--- src/rtl/pidpc_pkg.sv ---
// Package for the PID position controller: field widths, register
// indexes, reset values and the settle count. No dependencies.
package pidpc_pkg;

    // Field widths
    localparam int PosW   = 24;
    localparam int ErrW   = 25;
    localparam int GainW  = 16;
    localparam int CfgW   = 16;
    localparam int OlimW  = 7;
    localparam int DriveW = 8;
    localparam int IntegW = 17;
    localparam int SetW   = 5;
    localparam int ElapW  = 16;
    localparam int IdxW   = 3;

    // Derived arithmetic widths
    localparam int IAccW  = ErrW + 1;              // integral plus error
    localparam int DerW   = ErrW + 1;              // error minus previous error
    localparam int PPropW = GainW + ErrW;          // 41
    localparam int PIntW  = GainW + IntegW;        // 33
    localparam int PDerW  = GainW + DerW;          // 42
    localparam int SumW   = PDerW + 1;             // 43
    localparam int ShW    = SumW - 8;              // after floor shift by 8

    // Stream widths
    localparam int InDataW  = 48;
    localparam int OutDataW = 40;

    // Settle count and counter ceilings
    localparam logic [SetW-1:0]  SettleCount = 5'd20;
    localparam logic [SetW-1:0]  SettleMax   = 5'd31;
    localparam logic [ElapW-1:0] ElapMax     = 16'hFFFF;

    // Register indexes
    localparam logic [IdxW-1:0] RegPropGain  = 3'd0;
    localparam logic [IdxW-1:0] RegIntegGain = 3'd1;
    localparam logic [IdxW-1:0] RegDerivGain = 3'd2;
    localparam logic [IdxW-1:0] RegIntZone   = 3'd3;
    localparam logic [IdxW-1:0] RegIntLimit  = 3'd4;
    localparam logic [IdxW-1:0] RegOutLimit  = 3'd5;
    localparam logic [IdxW-1:0] RegSettleTol = 3'd6;
    localparam logic [IdxW-1:0] RegTimeout   = 3'd7;

    // Register reset values
    localparam logic [GainW-1:0] RstPropGain  = 16'd256;
    localparam logic [GainW-1:0] RstIntegGain = 16'd0;
    localparam logic [GainW-1:0] RstDerivGain = 16'd0;
    localparam logic [CfgW-1:0]  RstIntZone   = 16'd0;
    localparam logic [CfgW-1:0]  RstIntLimit  = 16'd1000;
    localparam logic [OlimW-1:0] RstOutLimit  = 7'd127;
    localparam logic [CfgW-1:0]  RstSettleTol = 16'd4;
    localparam logic [CfgW-1:0]  RstTimeout   = 16'd3000;

    // Per-item payload after the state stage
    typedef struct packed {
        logic signed [ErrW-1:0]   err;
        logic signed [IntegW-1:0] integ;
        logic signed [DerW-1:0]   deriv;
        logic                     done;
    } t_ctl_beat;

endpackage

--- src/rtl/pid_position_controller_unit.sv ---
// PID position controller top level; depends on pidpc_pkg.
// A result beat passes through the input register, the state stage, the product stage
// and the output register, in that order.
// Throughput: one beat per cycle unless the output stalls; each stage moves whenever the next is free.
// Reset (i_rst_n low, synchronous): registers take their reset values, the
// integral, previous error and tick counters clear, all stages empty.
module pid_position_controller_unit (
    input  logic                             i_clk,
    input  logic                             i_rst_n,
    // Input stream
    input  logic                             i_s_axis_tvalid,
    output logic                             o_s_axis_tready,
    // [23:0] setpoint, [47:24] measured
    input  logic [pidpc_pkg::InDataW-1:0]    i_s_axis_tdata,
    // [0] move_start
    input  logic                             i_s_axis_tuser,
    // Output stream
    output logic                             o_m_axis_tvalid,
    input  logic                             i_m_axis_tready,
    // [7:0] drive, [32:8] loop_error, [39:33] zero
    output logic [pidpc_pkg::OutDataW-1:0]   o_m_axis_tdata,
    // [0] done_res
    output logic                             o_m_axis_tuser,
    // Configuration write channel
    input  logic                             i_cfg_valid,
    output logic                             o_cfg_ready,
    input  logic [pidpc_pkg::IdxW-1:0]       i_cfg_index,
    input  logic [pidpc_pkg::CfgW-1:0]       i_cfg_data
);

    // ------------------------------------------------------------------
    // Configuration registers
    logic signed [pidpc_pkg::GainW-1:0] r_prop_gain, r_integ_gain, r_deriv_gain;
    logic [pidpc_pkg::CfgW-1:0]         r_int_zone, r_int_limit, r_settle_tol, r_timeout;
    logic [pidpc_pkg::OlimW-1:0]        r_out_limit;

    assign o_cfg_ready = 1'b1;

    always_ff @(posedge i_clk) begin
        if (!i_rst_n) begin
            r_prop_gain  <= pidpc_pkg::RstPropGain;
            r_integ_gain <= pidpc_pkg::RstIntegGain;
            r_deriv_gain <= pidpc_pkg::RstDerivGain;
            r_int_zone   <= pidpc_pkg::RstIntZone;
            r_int_limit  <= pidpc_pkg::RstIntLimit;
            r_out_limit  <= pidpc_pkg::RstOutLimit;
            r_settle_tol <= pidpc_pkg::RstSettleTol;
            r_timeout    <= pidpc_pkg::RstTimeout;
        end else if (i_cfg_valid) begin
            case (i_cfg_index)
                pidpc_pkg::RegPropGain:  r_prop_gain  <= i_cfg_data;
                pidpc_pkg::RegIntegGain: r_integ_gain <= i_cfg_data;
                pidpc_pkg::RegDerivGain: r_deriv_gain <= i_cfg_data;
                pidpc_pkg::RegIntZone:   r_int_zone   <= i_cfg_data;
                pidpc_pkg::RegIntLimit:  r_int_limit  <= i_cfg_data;
                pidpc_pkg::RegOutLimit:  r_out_limit  <= i_cfg_data[pidpc_pkg::OlimW-1:0];
                pidpc_pkg::RegSettleTol: r_settle_tol <= i_cfg_data;
                pidpc_pkg::RegTimeout:   r_timeout    <= i_cfg_data;
                default: ;
            endcase
        end
    end

    // ------------------------------------------------------------------
    // Stage handshake: each stage loads when empty or when it drains
    logic r_v1, r_v2, r_v3, r_vo;
    logic w_rdy_o, w_rdy3, w_rdy2, w_rdy1;

    assign w_rdy_o = !r_vo || i_m_axis_tready;
    assign w_rdy3  = !r_v3 || w_rdy_o;
    assign w_rdy2  = !r_v2 || w_rdy3;
    assign w_rdy1  = !r_v1 || w_rdy2;
    assign o_s_axis_tready = w_rdy1;

    always_ff @(posedge i_clk) begin
        if (!i_rst_n) begin
            r_v1 <= 1'b0;
            r_v2 <= 1'b0;
            r_v3 <= 1'b0;
            r_vo <= 1'b0;
        end else begin
            if (w_rdy1)  r_v1 <= i_s_axis_tvalid;
            if (w_rdy2)  r_v2 <= r_v1;
            if (w_rdy3)  r_v3 <= r_v2;
            if (w_rdy_o) r_vo <= r_v3;
        end
    end

    // ------------------------------------------------------------------
    // Stage 1: input register
    logic signed [pidpc_pkg::PosW-1:0] r_sp, r_ms;
    logic                              r_start;

    always_ff @(posedge i_clk) begin
        if (w_rdy1) begin
            r_sp    <= i_s_axis_tdata[pidpc_pkg::PosW-1:0];
            r_ms    <= i_s_axis_tdata[2*pidpc_pkg::PosW-1:pidpc_pkg::PosW];
            r_start <= i_s_axis_tuser;
        end
    end

    // ------------------------------------------------------------------
    // Stage 2: error, integral, derivative, tick counters (loop state)
    logic signed [pidpc_pkg::ErrW-1:0]   r_prev_err;
    logic signed [pidpc_pkg::IntegW-1:0] r_integ;
    logic [pidpc_pkg::SetW-1:0]          r_settled;
    logic [pidpc_pkg::ElapW-1:0]         r_elapsed;

    logic signed [pidpc_pkg::ErrW-1:0]   w_err;
    logic [pidpc_pkg::ErrW-1:0]          w_mag;
    logic signed [pidpc_pkg::IAccW-1:0]  w_iacc, w_ilim, w_iclamp;
    logic signed [pidpc_pkg::IntegW-1:0] n_integ;
    logic signed [pidpc_pkg::DerW-1:0]   w_deriv;
    logic [pidpc_pkg::SetW-1:0]          w_set_base, n_settled;
    logic [pidpc_pkg::ElapW-1:0]         w_elap_base, n_elapsed;
    logic                                w_done;
    logic                                w_step;
    pidpc_pkg::t_ctl_beat                r_ctl;

    assign w_step = r_v1 && w_rdy2;

    always_comb begin
        w_err = {r_sp[pidpc_pkg::PosW-1], r_sp} - {r_ms[pidpc_pkg::PosW-1], r_ms};
        w_mag = w_err[pidpc_pkg::ErrW-1] ? (~w_err + 1'b1) : w_err;

        // integrate inside the zone, else clear; then clamp to the limit
        w_ilim = {{(pidpc_pkg::IAccW-pidpc_pkg::CfgW){1'b0}}, r_int_limit};
        if (w_mag < {{(pidpc_pkg::ErrW-pidpc_pkg::CfgW){1'b0}}, r_int_zone})
            w_iacc = pidpc_pkg::IAccW'(r_integ) + pidpc_pkg::IAccW'(w_err);
        else
            w_iacc = '0;
        if (w_iacc > w_ilim)
            w_iclamp = w_ilim;
        else if (w_iacc < -w_ilim)
            w_iclamp = -w_ilim;
        else
            w_iclamp = w_iacc;
        n_integ = w_iclamp[pidpc_pkg::IntegW-1:0];

        w_deriv = pidpc_pkg::DerW'(w_err) - pidpc_pkg::DerW'(r_prev_err);

        // counters restart on the first tick of a move
        w_set_base  = r_start ? '0 : r_settled;
        w_elap_base = r_start ? '0 : r_elapsed;
        n_settled = w_set_base;
        if (w_mag <= {{(pidpc_pkg::ErrW-pidpc_pkg::CfgW){1'b0}}, r_settle_tol}
            && w_set_base < pidpc_pkg::SettleMax)
            n_settled = w_set_base + 1'b1;
        w_done = (n_settled >= pidpc_pkg::SettleCount) || (w_elap_base > r_timeout);
        n_elapsed = (w_elap_base < pidpc_pkg::ElapMax) ? w_elap_base + 1'b1 : w_elap_base;
    end

    always_ff @(posedge i_clk) begin
        if (!i_rst_n) begin
            r_prev_err <= '0;
            r_integ    <= '0;
            r_settled  <= '0;
            r_elapsed  <= '0;
        end else if (w_step) begin
            r_prev_err <= w_err;
            r_integ    <= n_integ;
            r_settled  <= n_settled;
            r_elapsed  <= n_elapsed;
        end
    end

    always_ff @(posedge i_clk) begin
        if (w_rdy2) begin
            r_ctl.err   <= w_err;
            r_ctl.integ <= n_integ;
            r_ctl.deriv <= w_deriv;
            r_ctl.done  <= w_done;
        end
    end

    // ------------------------------------------------------------------
    // Stage 3: the three gain products
    logic signed [pidpc_pkg::PPropW-1:0] r_p_prop;
    logic signed [pidpc_pkg::PIntW-1:0]  r_p_int;
    logic signed [pidpc_pkg::PDerW-1:0]  r_p_der;
    logic signed [pidpc_pkg::ErrW-1:0]   r_err3;
    logic                                r_done3;

    always_ff @(posedge i_clk) begin
        if (w_rdy3) begin
            r_p_prop <= pidpc_pkg::PPropW'(r_prop_gain)  * pidpc_pkg::PPropW'(r_ctl.err);
            r_p_int  <= pidpc_pkg::PIntW'(r_integ_gain)  * pidpc_pkg::PIntW'(r_ctl.integ);
            r_p_der  <= pidpc_pkg::PDerW'(r_deriv_gain)  * pidpc_pkg::PDerW'(r_ctl.deriv);
            r_err3   <= r_ctl.err;
            r_done3  <= r_ctl.done;
        end
    end

    // ------------------------------------------------------------------
    // Output stage: sum, floor shift by 8, saturate to the output limit
    logic signed [pidpc_pkg::SumW-1:0]   w_sum;
    logic signed [pidpc_pkg::ShW-1:0]    w_shift, w_olim;
    logic signed [pidpc_pkg::DriveW-1:0] w_drive;
    logic [pidpc_pkg::DriveW-1:0]        r_drive;
    logic [pidpc_pkg::ErrW-1:0]          r_err_o;
    logic                                r_done_o;

    always_comb begin
        w_sum = pidpc_pkg::SumW'(r_p_prop) + pidpc_pkg::SumW'(r_p_int)
              + pidpc_pkg::SumW'(r_p_der);
        w_shift = w_sum[pidpc_pkg::SumW-1:8];
        w_olim  = {{(pidpc_pkg::ShW-pidpc_pkg::OlimW){1'b0}}, r_out_limit};
        if (w_shift > w_olim)
            w_drive = w_olim[pidpc_pkg::DriveW-1:0];
        else if (w_shift < -w_olim)
            w_drive = pidpc_pkg::DriveW'(-w_olim);
        else
            w_drive = w_shift[pidpc_pkg::DriveW-1:0];
    end

    always_ff @(posedge i_clk) begin
        if (w_rdy_o) begin
            r_drive  <= w_drive;
            r_err_o  <= r_err3;
            r_done_o <= r_done3;
        end
    end

    assign o_m_axis_tvalid = r_vo;
    assign o_m_axis_tdata  = {{(pidpc_pkg::OutDataW-pidpc_pkg::DriveW-pidpc_pkg::ErrW){1'b0}},
                              r_err_o, r_drive};
    assign o_m_axis_tuser  = r_done_o;

endmodule

--- config.mk ---
export PLATFORM = sky130hd
export DESIGN_NAME = pid_position_controller_unit
export DESIGN_NICKNAME = d
export VERILOG_FILES = /design/src/rtl/pidpc_pkg.sv /design/src/rtl/pid_position_controller_unit.sv
export SDC_FILE = /design/constraint.sdc
export NUM_CORES = 2
export LEC_CHECK = 0
export BUFFER_PORTS_ARGS = -buffer_cell sky130_fd_sc_hd__buf_2
export CAP_MARGIN = 15
export CORE_MARGIN = 3
export CORE_UTILIZATION = 40
export CTS_CLUSTER_SIZE = 28
export DETAILED_ROUTE_END_ITERATION = 10
export GPL_TIMING_DRIVEN = 0
export HOLD_SLACK_MARGIN = 0.15
export PLACE_DENSITY_LB_ADDON = 0.08
export REMOVE_ABC_BUFFERS = 1
export SETUP_SLACK_MARGIN = 0.02
export SYNTH_ARGS = -nofsm -noshare
export SYNTH_HDL_FRONTEND = slang
export SYNTH_SLANG_ARGS = --single-unit
--- constraint.sdc ---
create_clock -name i_clk -period 8.97 [get_ports i_clk]
set_input_delay 2.691 -clock i_clk [delete_from_list [all_inputs] [get_ports i_clk]]
set_output_delay 2.691 -clock i_clk [all_outputs]
set_load 0.02 [all_outputs]
; ---- Word-level counts from Yosys, hierarchy flattened
; Cells that the tools add are included.
[classes]
add_sub_neg = 10
multipliers = 3
magnitude_cmp = 10
eq_ne = 7
n_mux = 10
bitwise = 1
reduce_logical = 20
[op_table]
columns = operator, count
row1 = 42-bit by 42-bit adder with 43-bit output, 1
row2 = 41-bit by 33-bit adder with 42-bit output, 1
row3 = 16-bit by 26-bit multiplier with 42-bit output, 1
row4 = 16-bit by 25-bit multiplier with 41-bit output, 1
row5 = 35-bit by 8-bit > comparator with 1-bit output, 1
row6 = 35-bit < comparator, 1
row7 = 7-bit negator with 35-bit output, 1
row8 = 17-bit 2-to-1 mux, 2
row9 = 16-bit by 17-bit multiplier with 33-bit output, 1
row10 = 16-bit 2-to-1 mux, 2
row11 = 17-bit by 25-bit adder with 26-bit output, 1
row12 = 26-bit by 17-bit > comparator with 1-bit output, 1
row13 = 26-bit < comparator, 1
row14 = 26-bit 2-to-1 mux, 1
row15 = 16-bit negator with 26-bit output, 1
row16 = 25-bit by 25-bit subtractor with 26-bit output, 1
row17 = 25-bit by 1-bit adder with 25-bit output (second input constant), 1
row18 = 25-bit by 16-bit less-or-equal comparator with 1-bit output, 1
row19 = 25-bit by 16-bit < comparator with 1-bit output, 1
row20 = 25-bit 2-to-1 mux, 1
row21 = 25-bit NOT, 1
row22 = 24-bit by 24-bit subtractor with 25-bit output, 1
row23 = 16-bit by 1-bit adder with 16-bit output (second input constant), 1
row24 = 16-bit > comparator, 1
row25 = other kinds (15), 35
[word_totals]
regBits = 480
inputBits = 73
output_inout_bits = 44
wordCells = 93

; ---- Longest topological paths before layout
[logic_depth]
word_depth = 9
mapped_depth = 47
mapped_depth_nobuf = 41

; ---- Worst setup path before layout
; No wires, ideal clock.
[synth_path]
path_type = reg-to-reg
start = register r_ms[0] in the netlist's numbering
end = register r_integ[15] in the netlist's numbering
setup_time_ns = 0.116
arrival_time_ns = 7.880
required_ns = 8.854
path_slack_ns = 0.974
stages_incl_launch_ff = 46
n_path_buf = 5
period_less_slack_ns = 7.996
cell_sequence = edfxtp_1 > ha_1 > fa_1 > nand2b_1 > a21oi_1 > o211ai_1 > nand3_1 > o21a_1 > a21oi_1 > o31ai_1 > clkbuf_1 > clkbuf_1 > nor2_1 > a21oi_1 > ha_1 > a21boi_0 > o21a_1 > o21a_1 > [... 10 more ...] > nor2_1 > ha_1 > a21oi_1 > nor2b_1 > o21ai_0 > nand2b_1 > a21oi_1 > o221ai_1 > o211ai_1 > maj3_1 > nand2_1 > nand4b_1 > or4_1 > nor4_1 > a21oi_1 > buf_4 > mux2_1 > a31o_2
[synth_via]
elab_chain_len = 9
word_cells_on_any_way = 11
cone_classes = add/sub (3) / order compare (3) / mux (4) / bitwise (1)
[synth_lines]
columns = item, line
row1 = "start, declared", pid_position_controller_unit.sv:91  ; logic signed [pidpc_pkg::PosW-1:0] r_sp, r_ms;
row2 = "start signal, assigned", pid_position_controller_unit.sv:97  ; r_ms <= i_s_axis_tdata[2*pidpc_pkg::PosW-1:pidpc_pkg::PosW];
row3 = 24-bit by 24-bit subtractor with 25-bit output *, pid_position_controller_unit.sv:123  ; w_err = {r_sp[pidpc_pkg::PosW-1], r_sp} - {r_ms[pidpc_pkg::PosW-1], r_ms};
row4 = 25-bit NOT, pid_position_controller_unit.sv:124  ; w_mag = w_err[pidpc_pkg::ErrW-1] ? (~w_err + 1'b1) : w_err;
row5 = 25-bit by 1-bit adder with 25-bit output, pid_position_controller_unit.sv:124
row6 = 25-bit 2-to-1 mux, pid_position_controller_unit.sv:124
row7 = 25-bit by 16-bit < comparator with 1-bit output, pid_position_controller_unit.sv:128  ; if (w_mag < {{(pidpc_pkg::ErrW-pidpc_pkg::CfgW){1'b0}}, r_int_zone})
row8 = 26-bit 2-to-1 mux *, pid_position_controller_unit.sv:128
row9 = 26-bit < comparator, pid_position_controller_unit.sv:134  ; else if (w_iacc < -w_ilim)
row10 = 17-bit 2-to-1 mux, pid_position_controller_unit.sv:134
row11 = 17-bit 2-to-1 mux *, pid_position_controller_unit.sv:132  ; if (w_iacc > w_ilim)
row12 = named net w_iclamp (one bit), pid_position_controller_unit.sv:111  ; logic signed [pidpc_pkg::IAccW-1:0] w_iacc, w_ilim, w_iclamp;
row13 = "end signal, assigned", pid_position_controller_unit.sv:161  ; r_integ <= n_integ;
row14 = "end, declared", pid_position_controller_unit.sv:105  ; logic signed [pidpc_pkg::IntegW-1:0] r_integ;
; The timed path passes the listed nets; every way through them passes the cells marked *.
; A chain may end at the register's enable or synchronous reset.

; ---- Worst setup path after layout
[layout_path]
start = register r_ms[0] in the netlist's numbering
end = register r_ctl[27] in the netlist's numbering (data pin)
[layout_via]
elab_chain_len = 9
word_cells_on_any_way = 11
cone_classes = add/sub (3) / order compare (3) / mux (4) / bitwise (1)
[layout_lines]
columns = item, line
row1 = 24-bit by 24-bit subtractor with 25-bit output *, pid_position_controller_unit.sv:123
row2 = named net w_err (one bit), pid_position_controller_unit.sv:109  ; logic signed [pidpc_pkg::ErrW-1:0] w_err;
row3 = 25-bit NOT, pid_position_controller_unit.sv:124
row4 = 25-bit by 1-bit adder with 25-bit output, pid_position_controller_unit.sv:124
row5 = 25-bit 2-to-1 mux, pid_position_controller_unit.sv:124
row6 = 25-bit by 16-bit < comparator with 1-bit output, pid_position_controller_unit.sv:128
row7 = 26-bit 2-to-1 mux *, pid_position_controller_unit.sv:128
row8 = 26-bit < comparator, pid_position_controller_unit.sv:134
row9 = 17-bit 2-to-1 mux, pid_position_controller_unit.sv:134
row10 = 17-bit 2-to-1 mux *, pid_position_controller_unit.sv:132
row11 = named net w_iclamp (one bit), pid_position_controller_unit.sv:111
row12 = "end, declared", pid_position_controller_unit.sv:118  ; pidpc_pkg::t_ctl_beat r_ctl;
; Marked as above.

==> results.json <==
{
  "power_uw": 11100,
  "seq_area_frac_synth_pct": 19.22,
  "r2r_start": "r_ms[0]$_DFFE_PP_",
  "avgViaCountPerCell": 5.109,
  "synth_cells": 6919,
  "seq_power_share_pct": 31.0,
  "setup.worst_path.end_class": "flop",
  "synth.avg_cell_area_um2": 9.438,
  "p_comb_share_pct": 43.3,
  "cp-endpoint": "r_ctl[27]$_DFFE_PP_",
  "layout_commonest_cell": "inv_1",
  "nNetsFinal": 8658,
  "initial_core_util_pct": 40.48,
  "grt_overflow": 0,
  "numCtsBuffers": 67,
  "first_iter_violations": 2586,
  "fin_cells": 9156,
  "cts_tree": "built",
  "antenna_found_initial": 5,
  "hold_viol": 0,
  "drt.antenna.violating_nets": 0,
  "ys.flop_type": "edfxtp_1",
  "cts_max_path_buffers": 3,
  "status": "completed",
  "critPathSlowestCell": "or4_1",
  "skew_ps": 58.61,
  "netlist_area_um2": 65300,
  "dp_hpwl_um": 141600,
  "cts_hold_buf": 0,
  "fp.coreArea_um2": 161300,
  "synth.distinct_cells": 95,
  "r2r_end": "r_ctl[27]$_DFFE_PP_",
  "fp.dieH_um": 410.1,
  "dp_worst_setup_slack_ps": -1749,
  "row_count": 147,
  "route.met3.wl_um": 7146,
  "setup_viol": 0,
  "fin_area_um2": 71860,
  "path_max_fanout": 8,
  "topRoutingLayerUsed": "met4",
  "rsz0062_at_grt": "no",
  "ys_warn_count": 0,
  "place_congestion": 0.8316,
  "required_ps": 9470,
  "max_slew_margin_pct": 18.17,
  "drive_gt1_share_pct": 6.306,
  "area_delta_synth_final_pct": 10.05,
  "post-place-cells": 8959,
  "maxCapViolations": 0,
  "cellLeakagePower_uw": 0.03157,
  "worst_path_most_repeated_cell": "buf_4",
  "hold_start": "r_err3[5]$_DFFE_PP_",
  "io_pins": 117,
  "worstMarginPinSlew_ps": 1222,
  "grt_pass1_wl_um": 287500,
  "drv_slew": 0,
  "clkTransAtPathRegs_ps": 60,
  "cts-root-buf": "clkbuf_16",
  "p_int_uw": 6413,
  "reg2reg_depth": 38,
  "routed_wl_um": 182700,
  "port_buffers": 108,
  "r2r_slack_ps": 350,
  "ir_worst_vdd_uv": 134.7,
  "dieArea_um2": 168100,
  "max_stage_delay_ps": 560,
  "p_switching_uw": 4688,
  "drt_first_pass_iters": 6,
  "clock_latency_ps": 700,
  "nFillCells": 15760,
  "cts_sinks": 480,
  "swShare_pct": 42.23,
  "critPathKind": "flop to flop",
  "grt_start_max_net_pins": 106,
  "place_area_um2": 68290,
  "post-route-period-util_pct": 96.13,
  "layout_common_cells": "1,290 x inv_1, 1,109 x fa_1, 1,003 x nand2_1",
  "finalCriticalPeriod_ps": 8623,
  "routedWlPerCell_um": 19.96,
  "vias": 46770,
  "synth_enable_flop_cells": 294,
  "fmax_mhz": 116.0,
  "clkPwrFrac_pct": 25.7,
  "crit_arrival_ps": 9120,
  "grt.total_usage_pct": 22.22,
  "drc": 0,
  "grt_pass1_vias": 48760,
  "hp-class": "flop to flop",
  "critPathLaunchType": "flop",
  "htreeDepth": 3,
  "worstSetupStartpoint": "r_ms[0]$_DFFE_PP_",
  "async_flop_share_pct": 0,
  "power.density_nw_per_um2": 154.5,
  "fp.dieW_um": 410.1,
  "synth_seq_cells": 480,
  "dr_wl_met2_um": 87790,
  "setup_ws_ps": 347.0,
  "wl_met1_um": 82320
}
cell usage after synthesis (all sizes together), types with 12 or more instances:
cell	n	area share [%]
nor2	197	1.1
nand2	1006	5.8
a31oi	32	0.32
a21o	73	0.84
mux2i	21	0.32
o21ai	149	1.1
clkbuf	253	1.5
ha	535	10
nand3	61	0.47
o21bai	28	0.32
buf	18	0.18
o21a	48	0.56
and3	37	0.35
dfxtp	186	5.7
a31o	12	0.16
nand2b	112	1.1
nor2b	76	0.73
o211ai	34	0.40
xor2	55	0.74
xnor2	189	2.5
nor3	85	0.69
or2	24	0.23
fa	1110	34
inv	1295	7.4
edfxtp	294	14
a21oi	318	2.4
and2	410	3.9
nor4	12	0.14
a21boi	12	0.14
o31ai	16	0.19
a211oi	39	0.50
or3	26	0.25
nand4	33	0.32
metal layers:
layer  global-route usage (%)  up-vias
li1                         -    21730
met1                    30.76    23920
met2                    37.14      914
met3                    2.263      211
met4                    6.107        0
met5                        0        -
worst min path at each step:
stage | endpoint | cells after the start
after floorplan | o_m_axis_tuser$_DFFE_PP_ | 0
after global placement | r_err_o[0]$_DFFE_PP_ | 0
after detailed placement | o_m_axis_tuser$_DFFE_PP_ | 0
after CTS | r_err_o[5]$_DFFE_PP_ | 0
after global routing | r_err_o[3]$_DFFE_PP_ | 0
final | r_err_o[5]$_DFFE_PP_ | 0
registers in the layout, indices dropped and copies added (netlist names), 17 cells and up:
register / cells
r_ms: 24
r_err3: 25
r_sp: 24
r_err_o: 25
r_prev_err: 25
r_p_int: 33
r_p_prop: 41
r_p_der: 42
r_integ: 17
r_ctl: 69
per-stage QoR:
step / hold WS (ps) / TNS, ps / utilization, %
6_report: 409.2 / 0 / 44.55
5_1_grt: 421.4 / 0 / 44.55
4_1_cts: 409.6 / 0 / 44.09
3_5_place_dp: 404.5 / -48420 / 42.33
3_3_place_gp: 401.0 / -209040 / 41.84
2_1_floorplan: 400.3 / -25970 / -
power groups by stage:
| stage | sequential (µW) | clock [µW] | combinational [µW] |
|---|---|---|---|
| after floorplan | 3200 | 0 | 3240 |
| after global placement | 3590 | 0 | 4460 |
| after detailed placement | 3590 | 0 | 4540 |
| after CTS | 3490 | 2950 | 4710 |
| after global routing | 3500 | 3040 | 5430 |
| final | 3440 | 2860 | 4800 |
cell families (layout without fill, tap and decap cells):
group                    Yosys count  in the layout  synth area share [%]
AO/OA/AOI/OAI                    832            836                 8.017
XOR/XNOR                         244            244                 3.284
adder cells (fa/ha/maj)         1646           1646                 44.29
buffers and inverters           1567           1630                 9.095
flip-flops                       480            480                 19.22
multiplexers                      27             27                0.4253
other                              2             11               0.01150
AND/OR/NAND/NOR                 2121           2122                 15.65
worst max-delay path, delay by kind of cell, from the launching register on:
family	cells	cell delay (ps)
flops	1	370
buf+inv	4	840
fa+ha+maj	5	1510
compound gates	13	2540
xor+xnor	1	190
simple gates	15	2960
what timing repair did:
action                                 CTS  global route
setup buffers                           29            25
pin swaps                                4            12
cloned                                   4             1
gates resized for setup                 22            31
setup endpoints to repair               36            39
endpoints found under the hold margin    0             0
layout make-up:
| cell class | count | area, µm² | share of cell area (%) |
|---|---|---|---|
| sequential | 480 | 12560 | 17.48 |
| multi-input combinational | 4883 | 47210 | 65.70 |
| antenna | 3 | 7.507 | 0.01045 |
| tap | 2160 | 2703 | 3.761 |
| timing repair buffer | 212 | 2116 | 2.944 |
| inverter | 1296 | 4878 | 6.789 |
| clock inverter | 44 | 615.6 | 0.8566 |
| clock buffer | 78 | 1768 | 2.460 |
Note: power is estimated with default switching activity, not from simulation.
